[config.mk]
export PLATFORM = sky130hd
export DESIGN_NAME = azimuth_offset_unwrap_unit
export DESIGN_NICKNAME = d
export VERILOG_FILES = /design/src/hw/rtl/aou_pkg.sv /design/src/hw/rtl/aou_unwrap.sv /design/src/hw/rtl/azimuth_offset_unwrap_unit.sv
export SDC_FILE = /design/constraint.sdc
export NUM_CORES = 1
export LEC_CHECK = 0
export BUFFER_PORTS_ARGS = -buffer_cell sky130_fd_sc_hd__buf_2
export CAP_MARGIN = 15
export CELL_PAD_IN_SITES_DETAIL_PLACEMENT = 2
export CELL_PAD_IN_SITES_GLOBAL_PLACEMENT = 2
export CORE_MARGIN = 2
export CORE_UTILIZATION = 32
export CTS_CLUSTER_DIAMETER = 120
export DETAILED_ROUTE_END_ITERATION = 12
export PLACE_DENSITY = 0.81
export RECOVER_POWER = 25
export SYNTH_ARGS = -nofsm -noshare
export SYNTH_HDL_FRONTEND = slang
export SYNTH_HIERARCHICAL = 1
export SYNTH_SLANG_ARGS = --single-unit
[constraint.sdc]
create_clock -name clk -period 18.18 [get_ports clk]
set_clock_uncertainty 0.15 [all_clocks]
set_input_delay 3.636 -clock clk [delete_from_list [all_inputs] [get_ports clk]]
set_output_delay 3.636 -clock clk [all_outputs]
set_load 0.1 [all_outputs]
[src/hw/rtl/aou_pkg.sv]
// ----------------------------------------------------------------------------
// Azimuth offset unwrap package
// Shared widths, the azimuth type and the output saturation function.
// ----------------------------------------------------------------------------
package aou_pkg;

  // Field widths fixed by the interface.
  localparam int AZ_WIDTH     = 32;
  localparam int OFFSET_WIDTH = 17;
  // Width of the unsaturated sum of an azimuth and a step correction.
  localparam int WIDE_WIDTH   = AZ_WIDTH + 2;

  typedef logic signed [AZ_WIDTH-1:0]     azimuth_t;
  typedef logic signed [OFFSET_WIDTH-1:0] offset_t;
  typedef logic signed [WIDE_WIDTH-1:0]   wide_t;

  localparam wide_t AZ_MAX = wide_t'({1'b0, {(AZ_WIDTH-1){1'b1}}});
  localparam wide_t AZ_MIN = -AZ_MAX - wide_t'(1);

  // Clamp a wide sum to the signed azimuth range.
  function automatic azimuth_t sat_azimuth(input wide_t value);
    azimuth_t clamped;
    if (value > AZ_MAX) begin
      clamped = AZ_MAX[AZ_WIDTH-1:0];
    end else if (value < AZ_MIN) begin
      clamped = AZ_MIN[AZ_WIDTH-1:0];
    end else begin
      clamped = value[AZ_WIDTH-1:0];
    end
    return clamped;
  endfunction

endpackage

[src/hw/rtl/aou_unwrap.sv]
// ----------------------------------------------------------------------------
// Azimuth unwrap step
// Combinational unwrap of one wrapped angle against the previous output.
// ----------------------------------------------------------------------------
module aou_unwrap #(
  parameter int FRACTION_BITS = 16
) (
  input  logic [FRACTION_BITS-1:0] cur,
  input  logic                     restart,
  input  aou_pkg::azimuth_t        previous,
  output aou_pkg::azimuth_t        result
);
  import aou_pkg::*;

  // Candidate steps reach nearly three turns either way, so three extra bits.
  localparam int SW = FRACTION_BITS + 3;
  localparam logic signed [SW-1:0] TURN = {{(SW-1){1'b0}}, 1'b1} << FRACTION_BITS;

  logic [FRACTION_BITS-1:0] frac_low;
  logic signed [SW-1:0]     frac;
  logic signed [SW-1:0]     step;
  logic signed [SW-1:0]     cand [4];
  logic [SW-1:0]            mag [4];
  logic signed [SW-1:0]     delta;
  logic [SW-1:0]            best_mag;
  wide_t                    wide_sum;

  // Remainder of the previous output, truncated toward zero so it takes the
  // sign of the previous output.
  assign frac_low = previous[FRACTION_BITS-1:0];
  assign frac = $signed({3'b000, frac_low})
              - ((previous[AZ_WIDTH-1] && (|frac_low)) ? TURN : '0);
  assign step = $signed({3'b000, cur}) - frac;

  // Candidate steps for corrections of 0, +1, -1 and -2 turns.
  assign cand[0] = step;
  assign cand[1] = step + TURN;
  assign cand[2] = step - TURN;
  assign cand[3] = step - (TURN <<< 1);

  always_comb begin
    for (int i = 0; i < 4; i++) begin
      mag[i] = cand[i][SW-1] ? SW'(-cand[i]) : SW'(cand[i]);
    end
  end

  // Smallest magnitude wins; on a tie the earlier correction is kept.
  always_comb begin
    delta    = cand[0];
    best_mag = mag[0];
    for (int i = 1; i < 4; i++) begin
      if (mag[i] < best_mag) begin
        best_mag = mag[i];
        delta    = cand[i];
      end
    end
  end

  // The previous output plus the corrected step.
  assign wide_sum = WIDE_WIDTH'(previous) + WIDE_WIDTH'(delta);

  assign result = restart ? azimuth_t'({{(AZ_WIDTH-FRACTION_BITS){1'b0}}, cur})
                          : sat_azimuth(wide_sum);

endmodule

[src/hw/rtl/azimuth_offset_unwrap_unit.sv]
// ----------------------------------------------------------------------------
// Azimuth offset unwrap unit
// Adds an offset to azimuth samples, wraps to one turn and unwraps the track.
// ----------------------------------------------------------------------------
// Each accepted sample beat gives one result beat via the input register and
// then the result register; a new sample can be taken every cycle unless the
// result side stalls. The input register holds the offset angle wrapped to
// one turn; the unwrap against the previous output and saturation to 32 bits
// feed the result register combinationally, and the previous output is
// updated at that same edge, the loop that sets the one-sample-per-cycle rate.
// A track_start sample, or the first after reset, is passed on as its wrapped
// value. The offset register has its own valid/ready write port, always ready.
module azimuth_offset_unwrap_unit #(
  parameter int FRACTION_BITS = 16
) (
  input  logic                  clk,
  input  logic                  rst,
  // Offset register write port
  input  logic                  offset_valid,
  output logic                  offset_ready,
  input  aou_pkg::offset_t      azimuth_offset,
  // Sample channel
  input  logic                  sample_valid,
  output logic                  sample_stall,
  input  aou_pkg::azimuth_t     azimuth_raw,
  input  logic                  track_start,
  // Result channel
  output logic                  result_valid,
  input  logic                  result_stall,
  output aou_pkg::azimuth_t     azimuth_unwrapped
);
  import aou_pkg::*;

  offset_t                  offset;
  logic                     s1_valid;
  logic [FRACTION_BITS-1:0] s1_cur;
  logic                     s1_start;
  azimuth_t                 previous_unwrapped;
  logic                     have_previous;

  azimuth_t                 offset_ext;
  logic [FRACTION_BITS-1:0] cur_next;
  logic                     s2_load;
  logic                     s1_advance;
  logic                     restart;
  azimuth_t                 result_next;

  assign offset_ready = 1'b1;

  // Wrap into one turn: only the fraction bits of the sum survive.
  assign offset_ext = AZ_WIDTH'(offset);
  assign cur_next   = azimuth_raw[FRACTION_BITS-1:0] + offset_ext[FRACTION_BITS-1:0];

  // Pipeline flow: the result register loads when empty or being drained.
  assign s2_load      = !result_valid || !result_stall;
  assign s1_advance   = !s1_valid || s2_load;
  assign sample_stall = !s1_advance;

  assign restart = s1_start || !have_previous;

  aou_unwrap #(
    .FRACTION_BITS(FRACTION_BITS)
  ) u_unwrap (
    .cur      (s1_cur),
    .restart  (restart),
    .previous (previous_unwrapped),
    .result   (result_next)
  );

  // Control state, offset register and track state.
  always_ff @(posedge clk) begin
    if (rst) begin
      offset             <= '0;
      s1_valid           <= 1'b0;
      result_valid       <= 1'b0;
      previous_unwrapped <= '0;
      have_previous      <= 1'b0;
    end else begin
      if (offset_valid && offset_ready) begin
        offset <= azimuth_offset;
      end
      if (s1_advance) begin
        s1_valid <= sample_valid;
      end
      if (s2_load) begin
        result_valid <= s1_valid;
      end
      if (s2_load && s1_valid) begin
        previous_unwrapped <= result_next;
        have_previous      <= 1'b1;
      end
    end
  end

  // Payload registers.
  always_ff @(posedge clk) begin
    if (s1_advance && sample_valid) begin
      s1_cur   <= cur_next;
      s1_start <= track_start;
    end
    if (s2_load && s1_valid) begin
      azimuth_unwrapped <= result_next;
    end
  end

  // A restarted track shows exactly its wrapped angle.
  assert property (@(posedge clk) disable iff (rst)
    (s2_load && s1_valid && restart) |=>
      (azimuth_unwrapped == AZ_WIDTH'($past(s1_cur))))
    else $error("restart beat did not output the wrapped angle");

  // The held result is always the track state used for the next beat.
  assert property (@(posedge clk) disable iff (rst)
    result_valid |-> (previous_unwrapped == azimuth_unwrapped))
    else $error("previous output differs from the held result");

  // Any delivered beat leaves the track state marked as present.
  assert property (@(posedge clk) disable iff (rst)
    result_valid |-> have_previous)
    else $error("result present without track state");

endmodule

==> results of run 1 <==
-- critical path, delay by kind of cell (launching register included) --
kind / cells / cell delay [ns]
XOR/XNOR: 3 / 0.78
buffers and inverters: 6 / 1.11
AO/OA/AOI/OAI: 36 / 8.79
adder cells (fa/ha/maj): 7 / 2.43
AND/OR/NAND/NOR: 12 / 2.96
flip-flops: 1 / 0.36
-- through the flow --
step / cells / worst slack [ns] / util [%] / hold slack [ns]
after global routing: 1696 / 0.152 / 36.3 / 0.351
after floorplan: 1240 / 4.57 / - / 0.291
after CTS: 1696 / 1.62 / 36.3 / 0.329
final: 1696 / 1.36 / 36.3 / 0.327
after global placement: 1680 / 2.30 / 35.2 / 0.299
after detailed placement: 1680 / 1.81 / 35.2 / 0.314
-- final timing paths --
check	from	cells after the start	endpoint
worst max-delay path	s1_cur[0]	64	previous_unwrapped[0]
worst min-delay path	previous_unwrapped[22]	2	previous_unwrapped[22]
worst max register to register	s1_cur[0]	64	previous_unwrapped[0]
worst min register to register	previous_unwrapped[22]	2	previous_unwrapped[22]
-- metal layers --
layer  global-route usage, %  vias up  share of wire (%)
met2                    37.9      136                 51
met5                       0        -                  0
met1                    26.5     4781                 45
met3                    2.24       37                2.4
met4                    4.77        0                1.7
li1                        -     4556                  -
-- registers in the layout (all words and copies together), names as in the netlist --
register and cells:
offset 16, s1_valid 1, s1_start 1, azimuth_unwrapped 32
result_valid 1, s1_cur 16, have_previous 1, previous_unwrapped 32
-- cell usage in the layout (no fill, tap or decap), drive strengths merged, types with 9 or more instances in the layout --
cell,count
xnor2,79
buf,86
nor2,128
a31oi,10
xor2,37
nand3,10
nand2b,9
mux2i,20
nor3,18
edfxtp,49
inv,47
dfxtp,51
nand2,161
ha,119
and3,10
o21ai,85
a211oi,21
clkbuf,15
a21oi,140
a21o,56
o21a,22
nor2b,11
-- cells by family (layout without fill, tap and decap cells) --
group	count (synthesis)	after routing	share of synthesized area [%]
muxes	23	23	2.38
and+or+nand+nor	393	393	17.9
adders and majority gates	122	122	15.5
other	3	3	0.113
buffers and inverters	91	151	3.70
DFF	100	100	24.9
xor gates and xnor gates	116	116	10.5
AOI/OAI and AO/OA	392	392	25.1
-- power by group through the flow --
stage                     sequential (W)  combinational, W  clock, W
after CTS                       0.000278           0.00185  0.000219
final                           0.000278           0.00184  0.000215
after detailed placement        0.000283           0.00182         0
after global routing            0.000280           0.00205  0.000227
after global placement          0.000282           0.00172         0
after floorplan                 0.000326           0.00126         0
-- layout make-up --
cell class | count | area share [%]
clock buffer | 9 | 2.02
clock inverter | 7 | 0.877
inverter | 43 | 1.45
multi-input combinational | 1049 | 64.3
sequential | 100 | 22.4
tap | 396 | 4.45
timing repair buffer | 92 | 4.52
==> results.py, run 1 <==
metrics = {
    "synth": {
        "syn-cell-area_um2": 10000,
        "postSynthAreaPerCell_um2": 8.07,
        "yosysMostFrequentCell": "nand2_1",
        "synth_flop_cell": "dfxtp_1",
        "synth_area_leaders": "ha_1 15%, edfxtp_1 15%, dfxtp_1 10%",
        "synth_fp_nets": 1417,
        "yosys_warnings": 6,
        "synth_seq_cells": 100,
        "syn_inst": 1240,
        "yosysTopAreaCell": "ha_1",
        "async_flop_share_pct": 0,
        "synth_top_area_share_pct": 14.9,
        "synth_common_cells": "161 x nand2_1, 139 x a21oi_1, 126 x nor2_1, 119 x ha_1, 76 x xnor2_1",
        "ys_types": 90,
        "synth_edf_count": 49,
        "synth-seq-area-share_pct": 24.9,
    },
    "power_and_ir_drop": {
        "power.density_nw_per_um2": 210,
        "irDropWorstVdd_uv": 87.0,
        "total_power_w": 0.00234,
        "p_int_w": 0.00107,
        "power_switching_w": 0.00127,
        "comb_power_share_pct": 78.9,
        "power_frac_seq_pct": 11.9,
        "leakage_nw": 4.89,
        "p_clk_share_pct": 9.2,
        "switching_share_pct": 54.1,
    },
    "clock_tree": {
        "cts_buffers": 9,
        "clockBufferDepth": 2,
        "postCtsSetupBuffers": 0,
        "ctsHoldBuffers": 0,
        "cts.clk_slew.worst_paths_ns": 0.09,
        "worstSkewPairLatency_ns": 0.37,
        "root_buffer": "clkbuf_16",
        "htreeDepth": 3,
        "cts_tree": "built",
        "cts.sinks": 100,
        "cts-resized-gates": 0,
    },
    "layout": {
        "ff_latch_area_um2": 2490,
        "drive_gt1_share_pct": 10.8,
        "layout.nets": 1472,
        "final_area_um2": 11100,
        "multi_input_area_um2": 7150,
        "syn_to_final_growth_pct": 11.2,
        "nFillCells": 3573,
        "num_antenna_cells": 0,
    },
    "detailed_routing": {
        "num_vias": 9510,
        "via_per_inst": 5.61,
        "firstDrtPassIters": 5,
        "ant_nets": 0,
        "drtIter0Drc": 391,
        "drt-wirelength-per-cell_um": 20.4,
        "drt_wl_total_um": 34600,
        "route.detailed.drc": 0,
    },
    "floorplanning": {
        "num_rows": 64,
        "die_w_um": 181,
        "io_pins": 90,
        "fp.coreArea_um2": 30700,
        "fp.dieH_um": 181,
        "initial_core_util_pct": 32.6,
        "die_area_um2": 32700,
    },
    "setup_path": {
        "r2r_slack_ns": 1.36,
        "crit_type": "flop to flop",
        "startpoint_type": "flop",
        "end_kind": "flop",
        "arrival_ns": 16.86,
        "critPathMaxFanout": 21,
        "cp.required_ns": 18.22,
        "slowest_stage": "o31ai_1",
        "max_stage_delay_ns": 0.88,
    },
    "status": {
        "outcome": "finished clean",
    },
    "run": {
        "maxCapViolations": 0,
    },
    "global_route": {
        "grt_max_degree": 52,
        "grt_pass1_wl_um": 55700,
        "antenna_found_initial": 0,
        "overflow": 0,
        "grt_pass1_vias": 10300,
        "grt.total_usage_pct": 20.9,
    },
    "sta": {
        "finalCritPeriodShare_pct": 92.5,
        "setup_viol": 0,
        "fin_crit_ns": 16.82,
        "hold_viol": 0,
        "slew_headroom_pct": 22.8,
        "setup-tns-final_ns": 0,
        "worst_slew_pin_slew_ns": 1.15,
        "fmax_ghz": 0.0595,
        "drv_slew": 0,
        "rsz0062_at_grt": "false",
    },
    "placement": {
        "gp_congestion": 0.833,
        "port_buffers": 71,
        "dp_hpwl_um": 27000,
        "placed_cell_area_um2": 10800,
    },
    "worst_hold_path": {
        "hp-class": "flop to flop",
    },
}
Power figures use the tool's default switching activity.
==> inputs of run 2 (changes only) <==
- CORE_UTILIZATION: 32 -> 37
- PLACE_DENSITY: 0.81 -> 0.9
==> run 2 against run 1 <==
  * The run now ends with max-capacitance violations, max-slew violations left
  * Die area fell by 13%
  * Clock-buffer cell count unchanged
  * Register-to-register slack got worse by 0.37 ns
  * Total power rose by 1.8%
  * Worst hold slack about the same
  * Critical path depth is 2 lower
  * Via count rose by 2.5%
  * First-iteration DRC count rose by 32%
  * Wire length increased by 10%
  * Flip-flop and latch count did not move
  * Non-clock buffer count is 5 lower
  * Largest power group unchanged
==> results.py, run 2 (synthesis results as in run 1) <==
metrics = {
    "power_and_ir_drop": {
        "leakage_nw": 4.87,
        "irDropWorstVdd_uv": 88.3,
        "total_power_w": 0.00238,
        "power.density_nw_per_um2": 216,
    },
    "clock_tree": {
        "cts.sinks": 100,
        "clockBufferDepth": 2,
        "htreeDepth": 3,
        "cts_tree": "built",
        "worstSkewPairLatency_ns": 0.37,
        "root_buffer": "clkbuf_16",
        "cts.clk_slew.worst_paths_ns": 0.09,
        "cts_buffers": 9,
    },
    "detailed_routing": {
        "drt-wirelength-per-cell_um": 23.3,
        "drt_wl_total_um": 38200,
        "via_per_inst": 5.96,
        "drtIter0Drc": 515,
        "num_vias": 9743,
        "route.detailed.drc": 0,
        "ant_nets": 0,
        "firstDrtPassIters": 4,
    },
    "layout": {
        "layout.nets": 1467,
        "drive_gt1_share_pct": 10.5,
        "nFillCells": 3088,
        "final_cells": 1636,
        "biggestRegsByFlops": "azimuth_unwrapped (32), previous_unwrapped (32)",
        "num_antenna_cells": 0,
        "final_cell_mix": "161 x nand2_1, 138 x a21oi_1, 126 x nor2_1",
        "final_common_cell": "nand2_1",
        "syn_to_final_growth_pct": 10.2,
    },
    "status": {
        "outcome": "finished, violations left",
        "failed_checks": "max-capacitance violations, max-slew violations",
    },
    "global_route": {
        "overflow": 0,
        "antenna_found_initial": 0,
        "grt_pass1_vias": 10900,
        "grt_max_degree": 63,
        "grt.total_usage_pct": 27.1,
        "grt_pass1_wl_um": 61100,
    },
    "sta": {
        "fmax_ghz": 0.0582,
        "setup_slack_ns": 0.998,
        "setup_viol": 0,
        "worst_slew_pin_slew_ns": 2.65,
        "setup-tns-final_ns": 0,
        "hold_viol": 0,
        "slew_headroom_pct": -77.0,
        "hold-worst-slack_ns": 0.326,
        "rsz0062_at_grt": "false",
        "finalCritPeriodShare_pct": 94.5,
        "drv_slew": 86,
        "fin_crit_ns": 17.18,
    },
    "run": {
        "maxCapViolations": 2,
    },
    "setup_path": {
        "max_stage_delay_ns": 0.72,
        "end_kind": "flop",
        "cpMostUsedCell": "a21oi_1",
        "arrival_ns": 17.29,
        "slowest_stage": "a21oi_2",
        "cp.required_ns": 18.29,
        "crit_type": "flop to flop",
        "startpoint_type": "flop",
        "critPathMaxFanout": 21,
    },
    "worst_hold_path": {
        "hp-class": "flop to flop",
    },
    "placement": {
        "gp_congestion": 0.875,
        "dp_hpwl_um": 28700,
        "dp_cells": 1620,
        "dp_slack_ns": 1.07,
        "port_buffers": 71,
    },
    "floorplanning": {
        "fp.dieH_um": 168,
        "initial_core_util_pct": 37.4,
        "fp.coreArea_um2": 26700,
        "die_w_um": 168,
        "die_area_um2": 28400,
        "io_pins": 90,
        "num_rows": 60,
    },
}
-- run 2: cell types whose count changed in the layout (fill, tap and decap cells not counted), sizes merged --
cell	change
buf	-4
clkbuf	-1
-- run 2: area by class of cell --
type	instances	area, um2	area share, %
well taps	341	427	3.87
multi-input cells	1049	7150	64.9
inverters	43	161	1.46
flip-flops and latches	100	2490	22.6
repair buffers	87	464	4.21
clock buffers	9	225	2.04
clock inverters	7	97.6	0.886
-- run 2: power by group --
part	leakage (nW)	total, W	switching [W]	internal (W)
Combinational	3.82	0.00188	0.00119	0.000694
Clock	0.159	0.000217	0.000105	0.000112
Sequential	0.885	0.000279	0.0000163	0.000263
-- run 2: worst paths after layout --
path | slack [ns] | endpoint | start | cells after the start
worst max register to register | 1.0 | previous_unwrapped[29] | previous_unwrapped[0] | 62
worst min register to register | 0.33 | previous_unwrapped[21] | previous_unwrapped[21] | 2
worst min-delay path | 0.33 | previous_unwrapped[21] | previous_unwrapped[21] | 2
worst max-delay path | 1.0 | previous_unwrapped[29] | previous_unwrapped[0] | 62
-- run 2: routing by layer --
metal	wire length, um	vias to the layer above	global-route usage, %
met5	0	-	0
met2	19700	213	51.0
li1	-	4555	-
met3	1110	74	2.70
met1	16200	4901	31.9
met4	1180	0	9.63
-- run 2: critical path: cells and delay by family (launching register included) --
kind	cells	cell delay (ns)
compound gates	36	8.86
simple gates	12	2.86
fa+ha+maj	7	2.62
xor+xnor	3	1.09
buf+inv	4	0.91
flops	1	0.48
-- run 2: metrics by stage --
step	utilization (%)	area, um2
2_1_floorplan	-	10000
3_3_place_gp	40.0	10700
3_5_place_dp	40.0	10700
4_1_cts	41.3	11000
5_1_grt	41.2	11000
6_report	41.2	11000
-- run 2: repair_timing --
item,4_1_cts,5_1_grt
gates resized for setup,0,1
setup buffers,0,0
setup endpoints to repair,0,27
hold buffers,0,0
